File: src/rtl/thermal_throttle_estimator_top_macros.svh
// assertion helpers for the top module, the only module that includes them
`ifndef THERMAL_THROTTLE_ESTIMATOR_TOP_MACROS_SVH
`define THERMAL_THROTTLE_ESTIMATOR_TOP_MACROS_SVH

// same-cycle implication, sampled on clk, off during reset
`define TTE_ASSERT_IMP(lbl, ante, cons, msg) \
    lbl: assert property (@(posedge clk) disable iff (!rst_n) (ante) |-> (cons)) \
        else $error(msg);

// next-cycle implication, sampled on clk, off during reset
`define TTE_ASSERT_NEXT(lbl, ante, cons, msg) \
    lbl: assert property (@(posedge clk) disable iff (!rst_n) (ante) |=> (cons)) \
        else $error(msg);

`endif

File: src/rtl/tte_pkg.sv
`default_nettype none

package tte_pkg;

    localparam int PC_W = 3;

    localparam logic [15:0] AMBIENT_RST    = 16'd8960;
    localparam logic [15:0] RESIST_RST     = 16'd3840;
    localparam logic [15:0] ALPHA_RST      = 16'd544;
    localparam logic [15:0] THROTTLE_RST   = 16'd17920;
    localparam logic [15:0] CRITICAL_RST   = 16'd21760;
    localparam logic [15:0] FULL_SPEED     = 16'd32768;
    localparam logic [15:0] TEMP_MAX       = 16'hFFFF;
    localparam logic [31:0] EVENTS_MAX     = 32'hFFFF_FFFF;
    localparam logic [3:0]  DIV_LAST_BIT   = 4'd14;

    typedef enum logic [2:0] {
        REG_AMBIENT  = 3'd0,
        REG_RESIST   = 3'd1,
        REG_ALPHA    = 3'd2,
        REG_THROTTLE = 3'd3,
        REG_CRITICAL = 3'd4
    } reg_idx_t;

    typedef enum logic [2:0] {
        OP_NOP      = 3'd0,
        OP_MUL_RISE = 3'd1,
        OP_STEADY   = 3'd2,
        OP_MUL_DIFF = 3'd3,
        OP_APPLY    = 3'd4,
        OP_CLASS    = 3'd5,
        OP_DIV      = 3'd6,
        OP_FIN      = 3'd7
    } op_t;

    typedef enum logic [1:0] {
        COND_NONE      = 2'd0,
        COND_BAND_EXIT = 2'd1,
        COND_DIV_MORE  = 2'd2,
        COND_EMIT      = 2'd3
    } cond_t;

    typedef struct packed {
        op_t              op;
        cond_t            cond;
        logic [PC_W-1:0]  target;
    } ctrl_t;

    typedef struct packed {
        logic band_exit;
        logic div_more;
    } status_t;

    typedef struct packed {
        logic [15:0] temp;
        logic [15:0] throttle;
        logic        critical;
        logic [31:0] events;
    } state_t;

    typedef struct packed {
        logic [15:0] ambient;
        logic [15:0] resist;
        logic [15:0] alpha;
        logic [15:0] throttle_temp;
        logic [15:0] critical_temp;
    } cfg_t;

    // microprogram: one control word per step
    function automatic ctrl_t prog_rom(input logic [PC_W-1:0] pc);
        ctrl_t w;
        w = '{op: OP_NOP, cond: COND_NONE, target: 3'd0};
        case (pc)
            3'd0: w = '{op: OP_MUL_RISE, cond: COND_NONE,      target: 3'd0};
            3'd1: w = '{op: OP_STEADY,   cond: COND_NONE,      target: 3'd0};
            3'd2: w = '{op: OP_MUL_DIFF, cond: COND_NONE,      target: 3'd0};
            3'd3: w = '{op: OP_APPLY,    cond: COND_NONE,      target: 3'd0};
            3'd4: w = '{op: OP_CLASS,    cond: COND_BAND_EXIT, target: 3'd7};
            3'd5: w = '{op: OP_DIV,      cond: COND_DIV_MORE,  target: 3'd5};
            3'd6: w = '{op: OP_FIN,      cond: COND_NONE,      target: 3'd0};
            3'd7: w = '{op: OP_NOP,      cond: COND_EMIT,      target: 3'd0};
            default: w = '{op: OP_NOP,   cond: COND_EMIT,      target: 3'd0};
        endcase
        return w;
    endfunction

endpackage

`default_nettype wire

File: src/rtl/tte_seq.sv
`default_nettype none

module tte_seq (
    input  wire logic            clk,
    input  wire logic            rst_n,
    input  wire logic            start,
    input  wire logic            emit_ok,
    input  wire tte_pkg::status_t status,
    output tte_pkg::ctrl_t       ctrl,
    output logic                 busy,
    output logic                 emit
);
    import tte_pkg::*;

    logic [PC_W-1:0] pc_reg, pc_next;
    logic            busy_reg, busy_next;
    ctrl_t           word;
    logic            taken;

    always_comb
    begin
        word = prog_rom(pc_reg);
        unique case (word.cond)
            COND_NONE:      taken = 1'b0;
            COND_BAND_EXIT: taken = status.band_exit;
            COND_DIV_MORE:  taken = status.div_more;
            COND_EMIT:      taken = 1'b0;
            default:        taken = 1'b0;
        endcase

        emit = busy_reg && (word.cond == COND_EMIT) && emit_ok;

        ctrl = word;
        if (!busy_reg)
        begin
            ctrl.op = OP_NOP;
        end

        pc_next   = pc_reg;
        busy_next = busy_reg;
        if (start)
        begin
            busy_next = 1'b1;
            pc_next   = '0;
        end
        else if (busy_reg)
        begin
            if (word.cond == COND_EMIT)
            begin
                // hold on the last step until the output register is free
                if (emit_ok)
                begin
                    busy_next = 1'b0;
                    pc_next   = '0;
                end
            end
            else if (taken)
            begin
                pc_next = word.target;
            end
            else
            begin
                pc_next = pc_reg + PC_W'(1);
            end
        end
    end

    assign busy = busy_reg;

    always_ff @(posedge clk or negedge rst_n)
    begin
        if (!rst_n)
        begin
            pc_reg   <= '0;
            busy_reg <= 1'b0;
        end
        else
        begin
            pc_reg   <= pc_next;
            busy_reg <= busy_next;
        end
    end

endmodule

`default_nettype wire

File: src/rtl/tte_datapath.sv
`default_nettype none

module tte_datapath (
    input  wire logic            clk,
    input  wire logic            rst_n,
    input  wire logic            start,
    input  wire logic [15:0]     power,
    input  wire tte_pkg::cfg_t   cfg,
    input  wire tte_pkg::ctrl_t  ctrl,
    output tte_pkg::status_t     status,
    output tte_pkg::state_t      state
);
    import tte_pkg::*;

    // architectural state
    logic [15:0] temp_reg, temp_next;
    logic [15:0] throttle_reg, throttle_next;
    logic        crit_reg, crit_next;
    logic [31:0] events_reg, events_next;

    // working registers
    logic [15:0] power_reg, power_next;
    logic [31:0] prod_reg, prod_next;
    logic [15:0] steady_reg, steady_next;
    logic        up_reg, up_next;
    logic [15:0] rem_reg, rem_next;
    logic [14:0] quo_reg, quo_next;
    logic [15:0] range_reg, range_next;
    logic [3:0]  cnt_reg, cnt_next;

    logic [16:0] steady_sum;
    logic [32:0] rounded;
    logic [16:0] step;
    logic [16:0] up_sum;
    logic        at_crit, in_band;
    logic [16:0] shifted;

    always_comb
    begin
        steady_sum = {1'b0, cfg.ambient} + {1'b0, prod_reg[27:12]}
                     + {prod_reg[31:28], 13'd0};
        rounded    = {1'b0, prod_reg} + 33'd32768;
        step       = rounded[32:16];
        up_sum     = {1'b0, temp_reg} + step;
        at_crit    = temp_reg >= cfg.critical_temp;
        in_band    = !at_crit && (temp_reg >= cfg.throttle_temp);
        shifted    = {rem_reg, 1'b0};

        status.band_exit = !in_band;
        status.div_more  = cnt_reg != 4'd0;

        temp_next     = temp_reg;
        throttle_next = throttle_reg;
        crit_next     = crit_reg;
        events_next   = events_reg;
        power_next    = power_reg;
        prod_next     = prod_reg;
        steady_next   = steady_reg;
        up_next       = up_reg;
        rem_next      = rem_reg;
        quo_next      = quo_reg;
        range_next    = range_reg;
        cnt_next      = cnt_reg;

        if (start)
        begin
            power_next = power;
        end

        case (ctrl.op)
            OP_MUL_RISE:
            begin
                prod_next = {16'd0, power_reg} * {16'd0, cfg.resist};
            end
            OP_STEADY:
            begin
                // rise can exceed 16 bits, so any top bit saturates
                if (steady_sum[16] || (prod_reg[31:28] != 4'd0))
                begin
                    steady_next = TEMP_MAX;
                end
                else
                begin
                    steady_next = steady_sum[15:0];
                end
            end
            OP_MUL_DIFF:
            begin
                up_next = steady_reg >= temp_reg;
                if (steady_reg >= temp_reg)
                begin
                    prod_next = {16'd0, steady_reg - temp_reg} * {16'd0, cfg.alpha};
                end
                else
                begin
                    prod_next = {16'd0, temp_reg - steady_reg} * {16'd0, cfg.alpha};
                end
            end
            OP_APPLY:
            begin
                if (up_reg)
                begin
                    temp_next = up_sum[16] ? TEMP_MAX : up_sum[15:0];
                end
                else if (step >= {1'b0, temp_reg})
                begin
                    temp_next = '0;
                end
                else
                begin
                    temp_next = temp_reg - step[15:0];
                end
            end
            OP_CLASS:
            begin
                if (at_crit)
                begin
                    throttle_next = '0;
                    crit_next     = 1'b1;
                end
                else if (in_band)
                begin
                    rem_next   = temp_reg - cfg.throttle_temp;
                    range_next = cfg.critical_temp - cfg.throttle_temp;
                    quo_next   = '0;
                    cnt_next   = DIV_LAST_BIT;
                    if (events_reg != EVENTS_MAX)
                    begin
                        events_next = events_reg + 32'd1;
                    end
                end
                else
                begin
                    throttle_next = FULL_SPEED;
                end
            end
            OP_DIV:
            begin
                // restoring division, one quotient bit per step
                if (shifted >= {1'b0, range_reg})
                begin
                    rem_next = shifted[15:0] - range_reg;
                    quo_next = {quo_reg[13:0], 1'b1};
                end
                else
                begin
                    rem_next = shifted[15:0];
                    quo_next = {quo_reg[13:0], 1'b0};
                end
                cnt_next = cnt_reg - 4'd1;
            end
            OP_FIN:
            begin
                throttle_next = FULL_SPEED - {1'b0, quo_reg};
            end
            default:
            begin
            end
        endcase

        state.temp     = temp_reg;
        state.throttle = throttle_reg;
        state.critical = crit_reg;
        state.events   = events_reg;
    end

    always_ff @(posedge clk or negedge rst_n)
    begin
        if (!rst_n)
        begin
            temp_reg     <= AMBIENT_RST;
            throttle_reg <= FULL_SPEED;
            crit_reg     <= 1'b0;
            events_reg   <= '0;
            cnt_reg      <= '0;
        end
        else
        begin
            temp_reg     <= temp_next;
            throttle_reg <= throttle_next;
            crit_reg     <= crit_next;
            events_reg   <= events_next;
            cnt_reg      <= cnt_next;
        end
    end

    always_ff @(posedge clk)
    begin
        power_reg  <= power_next;
        prod_reg   <= prod_next;
        steady_reg <= steady_next;
        up_reg     <= up_next;
        rem_reg    <= rem_next;
        quo_reg    <= quo_next;
        range_reg  <= range_next;
    end

endmodule

`default_nettype wire

File: src/rtl/thermal_throttle_estimator_top.sv
`default_nettype none

// First-order thermal estimator with a linear throttle band. Each power sample
// (Q4.12 W) moves the stored Q8.8 temperature toward ambient + power * R by the
// factor alpha, then yields a Q1.15 throttle, a sticky critical flag and a
// saturating count of samples that fell in the band. A sample whose new
// temperature is below the band or at or above critical skips the divider;
// inside the band the 15 steps of the restoring divider run before the
// throttle is computed. A new sample is taken once the microprogram has
// loaded the previous result into the output register.
// Configuration writes take effect at once and belong between samples.
module thermal_throttle_estimator_top (
    input  wire logic        clk,
    input  wire logic        rst_n,
    input  wire logic        s_tvalid,
    output logic             s_tready,
    input  wire logic [15:0] s_tdata,   // [15:0] power
    output logic             m_tvalid,
    input  wire logic        m_tready,
    output logic [71:0]      m_tdata,   // [15:0] temperature_now, [31:16] throttle,
                                        // [32] is_critical, [64:33] event_count
    input  wire logic        cfg_we,
    input  wire logic [2:0]  cfg_index,
    input  wire logic [15:0] cfg_data
);
    import tte_pkg::*;

    `include "thermal_throttle_estimator_top_macros.svh"

    cfg_t    cfg_reg, cfg_next;
    ctrl_t   ctrl;
    status_t status;
    state_t  state;
    logic    busy, emit, start, emit_ok;

    logic    out_valid_reg, out_valid_next;
    state_t  out_reg, out_next;

    assign s_tready = !busy;
    assign start    = s_tvalid && s_tready;
    assign emit_ok  = !out_valid_reg || m_tready;

    always_comb
    begin
        cfg_next = cfg_reg;
        if (cfg_we)
        begin
            unique case (cfg_index)
                REG_AMBIENT:  cfg_next.ambient       = cfg_data;
                REG_RESIST:   cfg_next.resist        = cfg_data;
                REG_ALPHA:    cfg_next.alpha         = cfg_data;
                REG_THROTTLE: cfg_next.throttle_temp = cfg_data;
                REG_CRITICAL: cfg_next.critical_temp = cfg_data;
                default:      cfg_next = cfg_reg;
            endcase
        end
    end

    always_ff @(posedge clk or negedge rst_n)
    begin
        if (!rst_n)
        begin
            cfg_reg <= '{ambient: AMBIENT_RST, resist: RESIST_RST, alpha: ALPHA_RST,
                         throttle_temp: THROTTLE_RST, critical_temp: CRITICAL_RST};
        end
        else
        begin
            cfg_reg <= cfg_next;
        end
    end

    tte_seq u_seq (
        .clk     (clk),
        .rst_n   (rst_n),
        .start   (start),
        .emit_ok (emit_ok),
        .status  (status),
        .ctrl    (ctrl),
        .busy    (busy),
        .emit    (emit)
    );

    tte_datapath u_dp (
        .clk    (clk),
        .rst_n  (rst_n),
        .start  (start),
        .power  (s_tdata),
        .cfg    (cfg_reg),
        .ctrl   (ctrl),
        .status (status),
        .state  (state)
    );

    // output register, refilled in the same cycle its transfer completes
    always_comb
    begin
        out_valid_next = out_valid_reg;
        out_next       = out_reg;
        if (m_tvalid && m_tready)
        begin
            out_valid_next = 1'b0;
        end
        if (emit)
        begin
            out_valid_next = 1'b1;
            out_next       = state;
        end
    end

    always_ff @(posedge clk or negedge rst_n)
    begin
        if (!rst_n)
        begin
            out_valid_reg <= 1'b0;
        end
        else
        begin
            out_valid_reg <= out_valid_next;
        end
    end

    always_ff @(posedge clk)
    begin
        out_reg <= out_next;
    end

    assign m_tvalid = out_valid_reg;
    assign m_tdata  = {7'd0, out_reg.events, out_reg.critical,
                       out_reg.throttle, out_reg.temp};

    `TTE_ASSERT_IMP(a_emit_free, emit, (!out_valid_reg || m_tready), "result loaded over a pending one")
    `TTE_ASSERT_IMP(a_throttle_range, 1'b1, (state.throttle <= FULL_SPEED), "throttle above full speed")
    `TTE_ASSERT_NEXT(a_crit_sticky, state.critical, state.critical, "critical flag cleared")
    `TTE_ASSERT_NEXT(a_events_mono, 1'b1, (state.events >= $past(state.events)), "event count decreased")

endmodule

`default_nettype wire
File: config.mk
export PLATFORM = sky130hd
export DESIGN_NAME = thermal_throttle_estimator_top
export DESIGN_NICKNAME = d
export VERILOG_FILES = /design/src/rtl/tte_pkg.sv /design/src/rtl/tte_seq.sv /design/src/rtl/tte_datapath.sv /design/src/rtl/thermal_throttle_estimator_top.sv
export VERILOG_INCLUDE_DIRS = /design/src /design/src/rtl
export SDC_FILE = /design/constraint.sdc
export NUM_CORES = 2
export LEC_CHECK = 0
export BUFFER_PORTS_ARGS = -buffer_cell sky130_fd_sc_hd__buf_2
export CAP_MARGIN = 20
export CORE_UTILIZATION = 40
export DETAILED_ROUTE_END_ITERATION = 12
export GPL_ROUTABILITY_DRIVEN = 1
export PLACE_DENSITY = 0.67
export SYNTH_ARGS = -nofsm -noshare
export SYNTH_HDL_FRONTEND = slang
export SYNTH_HIERARCHICAL = 1
export SYNTH_SLANG_ARGS = --single-unit
File: constraint.sdc
create_clock -name clk -period 20.4 [get_ports clk]
set_clock_uncertainty 0.05 [all_clocks]
set_input_delay 2.04 -clock clk [delete_from_list [all_inputs] [get_ports clk]]
set_output_delay 2.04 -clock clk [all_outputs]
set_load 0.02 [all_outputs]
==> impl_table.tex <==
\begin{tabular}{lr}
\hline
Metric & Value \\
\hline
\multicolumn{2}{l}{\textbf{Drt}} \\
Detailed Route WL & 111400 um \\
Routed via count divided by cell count & 5.334 \\
Count of TritonRoute iterations in the first routing pass & 7 \\
Remaining design rule violation count & 0 \\
Routed wirelength normalized by instance count & 18.49 um \\
Violation count after the first detailed-route iteration & 2160 \\
Antenna-violating nets left & 0 \\
Total vias in the final route & 32128 \\
\multicolumn{2}{l}{\textbf{Clock tree}} \\
Deepest level of the CTS H-tree & 2 \\
Number of buffers inserted during clock tree synthesis & 36 \\
Setup Fix Bufs, Post-CTS & 0 \\
Post-CTS clock slew at the launch and capture registers of the worst setup and hold paths & 0.06 ns \\
TritonCTS clock tree & built \\
CTS Root Buffer Type & sky130\_fd\_sc\_hd\_\_clkbuf\_16 \\
Deepest clock path buffer count & 3 \\
Count of instances resized after the clock tree is built & 0 \\
Sinks on the clock net & 319 \\
Worst-skew pair later-pin latency & 0.56 ns \\
Number of hold-repair buffers added at the cts stage & 0 \\
\multicolumn{2}{l}{\textbf{Timing}} \\
Post-route minimum period & 9.837 ns \\
Setup repair after global routing missed its margin & false \\
Period Utilization, post-route & 48.22\% \\
Tightest slew margin relative to the limit & 23.41\% \\
Slew of the pin with the lowest slew margin & 1.149 ns \\
Maximum operating frequency & 101.7 MHz \\
Final hold violation count & 0 \\
Final Max Slew Viols & 0 \\
Setup\_tns & 0 ns \\
Number of failing setup endpoints in the final timing report & 0 \\
\multicolumn{2}{l}{\textbf{Placement}} \\
Total half-perimeter wirelength after legalization and detailed placement & 85230 um \\
Global placement routability congestion & 0.9232 \\
Port Buf Inserts & 106 \\
\multicolumn{2}{l}{\textbf{Floorplanning}} \\
Std cell rows & 120 \\
Chip width & 332.2 um \\
Placeable core region & 0.1075 mm2 \\
Initial standard-cell utilization of the core & 40.56\% \\
I/O pin count & 114 \\
DIE AREA & 0.1103 mm2 \\
Die height & 332.2 um \\
\multicolumn{2}{l}{\textbf{Worst hold path}} \\
Min-delay src & u\_dp/throttle\_reg[2] \\
Class of the tightest hold or removal check & register to register \\
\multicolumn{2}{l}{\textbf{Setup path}} \\
Biggest cell delay along the critical path & 0.73 ns \\
CP max stage cell & sky130\_fd\_sc\_hd\_\_o311ai\_4 \\
Worst setup path start & u\_dp/temp\_reg[1] \\
Cell repeated most along the worst path & sky130\_fd\_sc\_hd\_\_fa\_1 \\
Arrival time of data at the critical path endpoint & 10.07 ns \\
Startpoint kind of the worst setup timing path & register \\
Type of the worst setup path & register to register \\
Endpoint required time on the critical path & 20.63 ns \\
Top fanout value on the critical path & 16 \\
Kind of capture point of the worst setup path & register \\
Startpoint of the worst-slack reg-to-reg timing path & u\_dp/temp\_reg[1] \\
\multicolumn{2}{l}{\textbf{Global route}} \\
Pin count of the biggest net entering global routing & 67 \\
Wire length of the first global-routing pass & 182500 um \\
Overall global routing resource usage & 20.52\% \\
Vias in the first global route & 33497 \\
Initial antenna violation count & 9 \\
Sum of overflow across all layers after global routing & 0 \\
\multicolumn{2}{l}{\textbf{Run}} \\
Reported max-cap violation count & 0 \\
\multicolumn{2}{l}{\textbf{Synth}} \\
Syn avg cell area & 9.553 um2 \\
Post-synthesis cell count & 4564 \\
Total of warnings raised by yosys & 6 \\
Combined area of all synthesized cells & 0.04360 mm2 \\
\multicolumn{2}{l}{\textbf{Layout}} \\
Nets@finish & 5701 \\
Share of cells above drive strength 1 & 8.014\% \\
Max FFs per register & 80 \\
Area growth from synthesis to layout & 7.679\% \\
\multicolumn{2}{l}{\textbf{Run status}} \\
Outcome & completed \\
\hline
\end{tabular}
==> worst max-delay path, delay by kind of cell, from the launching register on <==
family                     cells  cell delay (ns)
adders and majority gates      8             3.88
and+or+nand+nor                3             0.53
AOI/OAI and AO/OA             15             3.95
DFF                            1             0.61
xor gates and xnor gates       1             0.08
buffers and inverters          4             0.41
==> layout make-up <==
| type | instances | area [um2] |
|---|---|---|
| fill | 10331 | 60550 |
| multi-input combinational | 3254 | 30980 |
| sequential | 319 | 8833 |
| inverter | 813 | 3054 |
| tap | 1403 | 1755 |
| timing repair buffer | 165 | 1087 |
| clock buffer | 43 | 927.1 |
| clock inverter | 23 | 304.0 |
| antenna | 3 | 7.507 |
==> through the flow <==
| step | util (%) | cell area [um2] | hold slack, ns | std cells | worst slack [ns] |
|---|---|---|---|---|---|
| 2_1_floorplan | - | 43620 | 0.3753 | 4570 | 11.69 |
| 5_1_grt | 43.67 | 46950 | 0.4076 | 6021 | 10.04 |
| 3_3_place_gp | 42.38 | 45560 | 0.3744 | 5948 | 10.85 |
| 6_report | 43.67 | 46950 | 0.3999 | 6023 | 10.56 |
| 3_5_place_dp | 42.44 | 45630 | 0.3831 | 5951 | 10.68 |
| 4_1_cts | 43.59 | 46860 | 0.3983 | 6017 | 10.59 |
==> final timing paths <==
kind,end,slack (ns),depth (start not counted)
max,u_dp/prod_reg[20],10.56,31
min,m_tdata[18],0.40,0
max reg2reg,u_dp/prod_reg[20],10.56,31
min reg2reg,m_tdata[18],0.40,0
max in group asynchronous,cfg_reg[18],17.13,3
min in group asynchronous,m_tvalid,1.37,1
==> cell usage in the layout (no fill, tap or decap), types with 8 or more instances in the layout <==
master	n
sky130_fd_sc_hd__and2_1	320
sky130_fd_sc_hd__nor4_1	20
sky130_fd_sc_hd__o21a_1	14
sky130_fd_sc_hd__nor2b_1	38
sky130_fd_sc_hd__o21bai_1	20
sky130_fd_sc_hd__buf_4	53
sky130_fd_sc_hd__a2bb2oi_1	8
sky130_fd_sc_hd__inv_1	810
sky130_fd_sc_hd__nor2_1	143
sky130_fd_sc_hd__nor3_1	48
sky130_fd_sc_hd__nand3_1	65
sky130_fd_sc_hd__clkbuf_16	36
sky130_fd_sc_hd__fa_1	590
sky130_fd_sc_hd__o31ai_1	12
sky130_fd_sc_hd__dfstp_2	20
sky130_fd_sc_hd__xnor2_1	130
sky130_fd_sc_hd__or3_1	8
sky130_fd_sc_hd__a21boi_0	8
sky130_fd_sc_hd__a221oi_1	10
sky130_fd_sc_hd__or2_2	9
sky130_fd_sc_hd__nand2_1	532
sky130_fd_sc_hd__and4_1	11
sky130_fd_sc_hd__a31oi_1	15
sky130_fd_sc_hd__dfrtp_1	134
sky130_fd_sc_hd__o211ai_1	11
sky130_fd_sc_hd__mux2_2	81
sky130_fd_sc_hd__edfxtp_1	165
sky130_fd_sc_hd__a22o_1	16
sky130_fd_sc_hd__a21o_1	73
sky130_fd_sc_hd__mux2i_1	9
sky130_fd_sc_hd__nand4_1	33
sky130_fd_sc_hd__a21oi_1	157
sky130_fd_sc_hd__o21ai_0	109
sky130_fd_sc_hd__nand2b_1	34
sky130_fd_sc_hd__a211oi_1	32
sky130_fd_sc_hd__and3_1	25
sky130_fd_sc_hd__xor2_1	56
sky130_fd_sc_hd__ha_1	482
sky130_fd_sc_hd__buf_2	105
==> metal layers <==
metal | track usage (%) | vias to the layer above | routed length [um]
met5 | 0 | - | 35
met3 | 2.067 | 157 | 5934
met4 | 5.112 | 6 | 2721
met1 | 27.63 | 16383 | 48380
met2 | 35.28 | 909 | 54330
li1 | - | 14673 | -
Power is left out: the tool's default activity adds up to more than one toggle a clock period on the data nets, which glitch-free logic cannot reach.
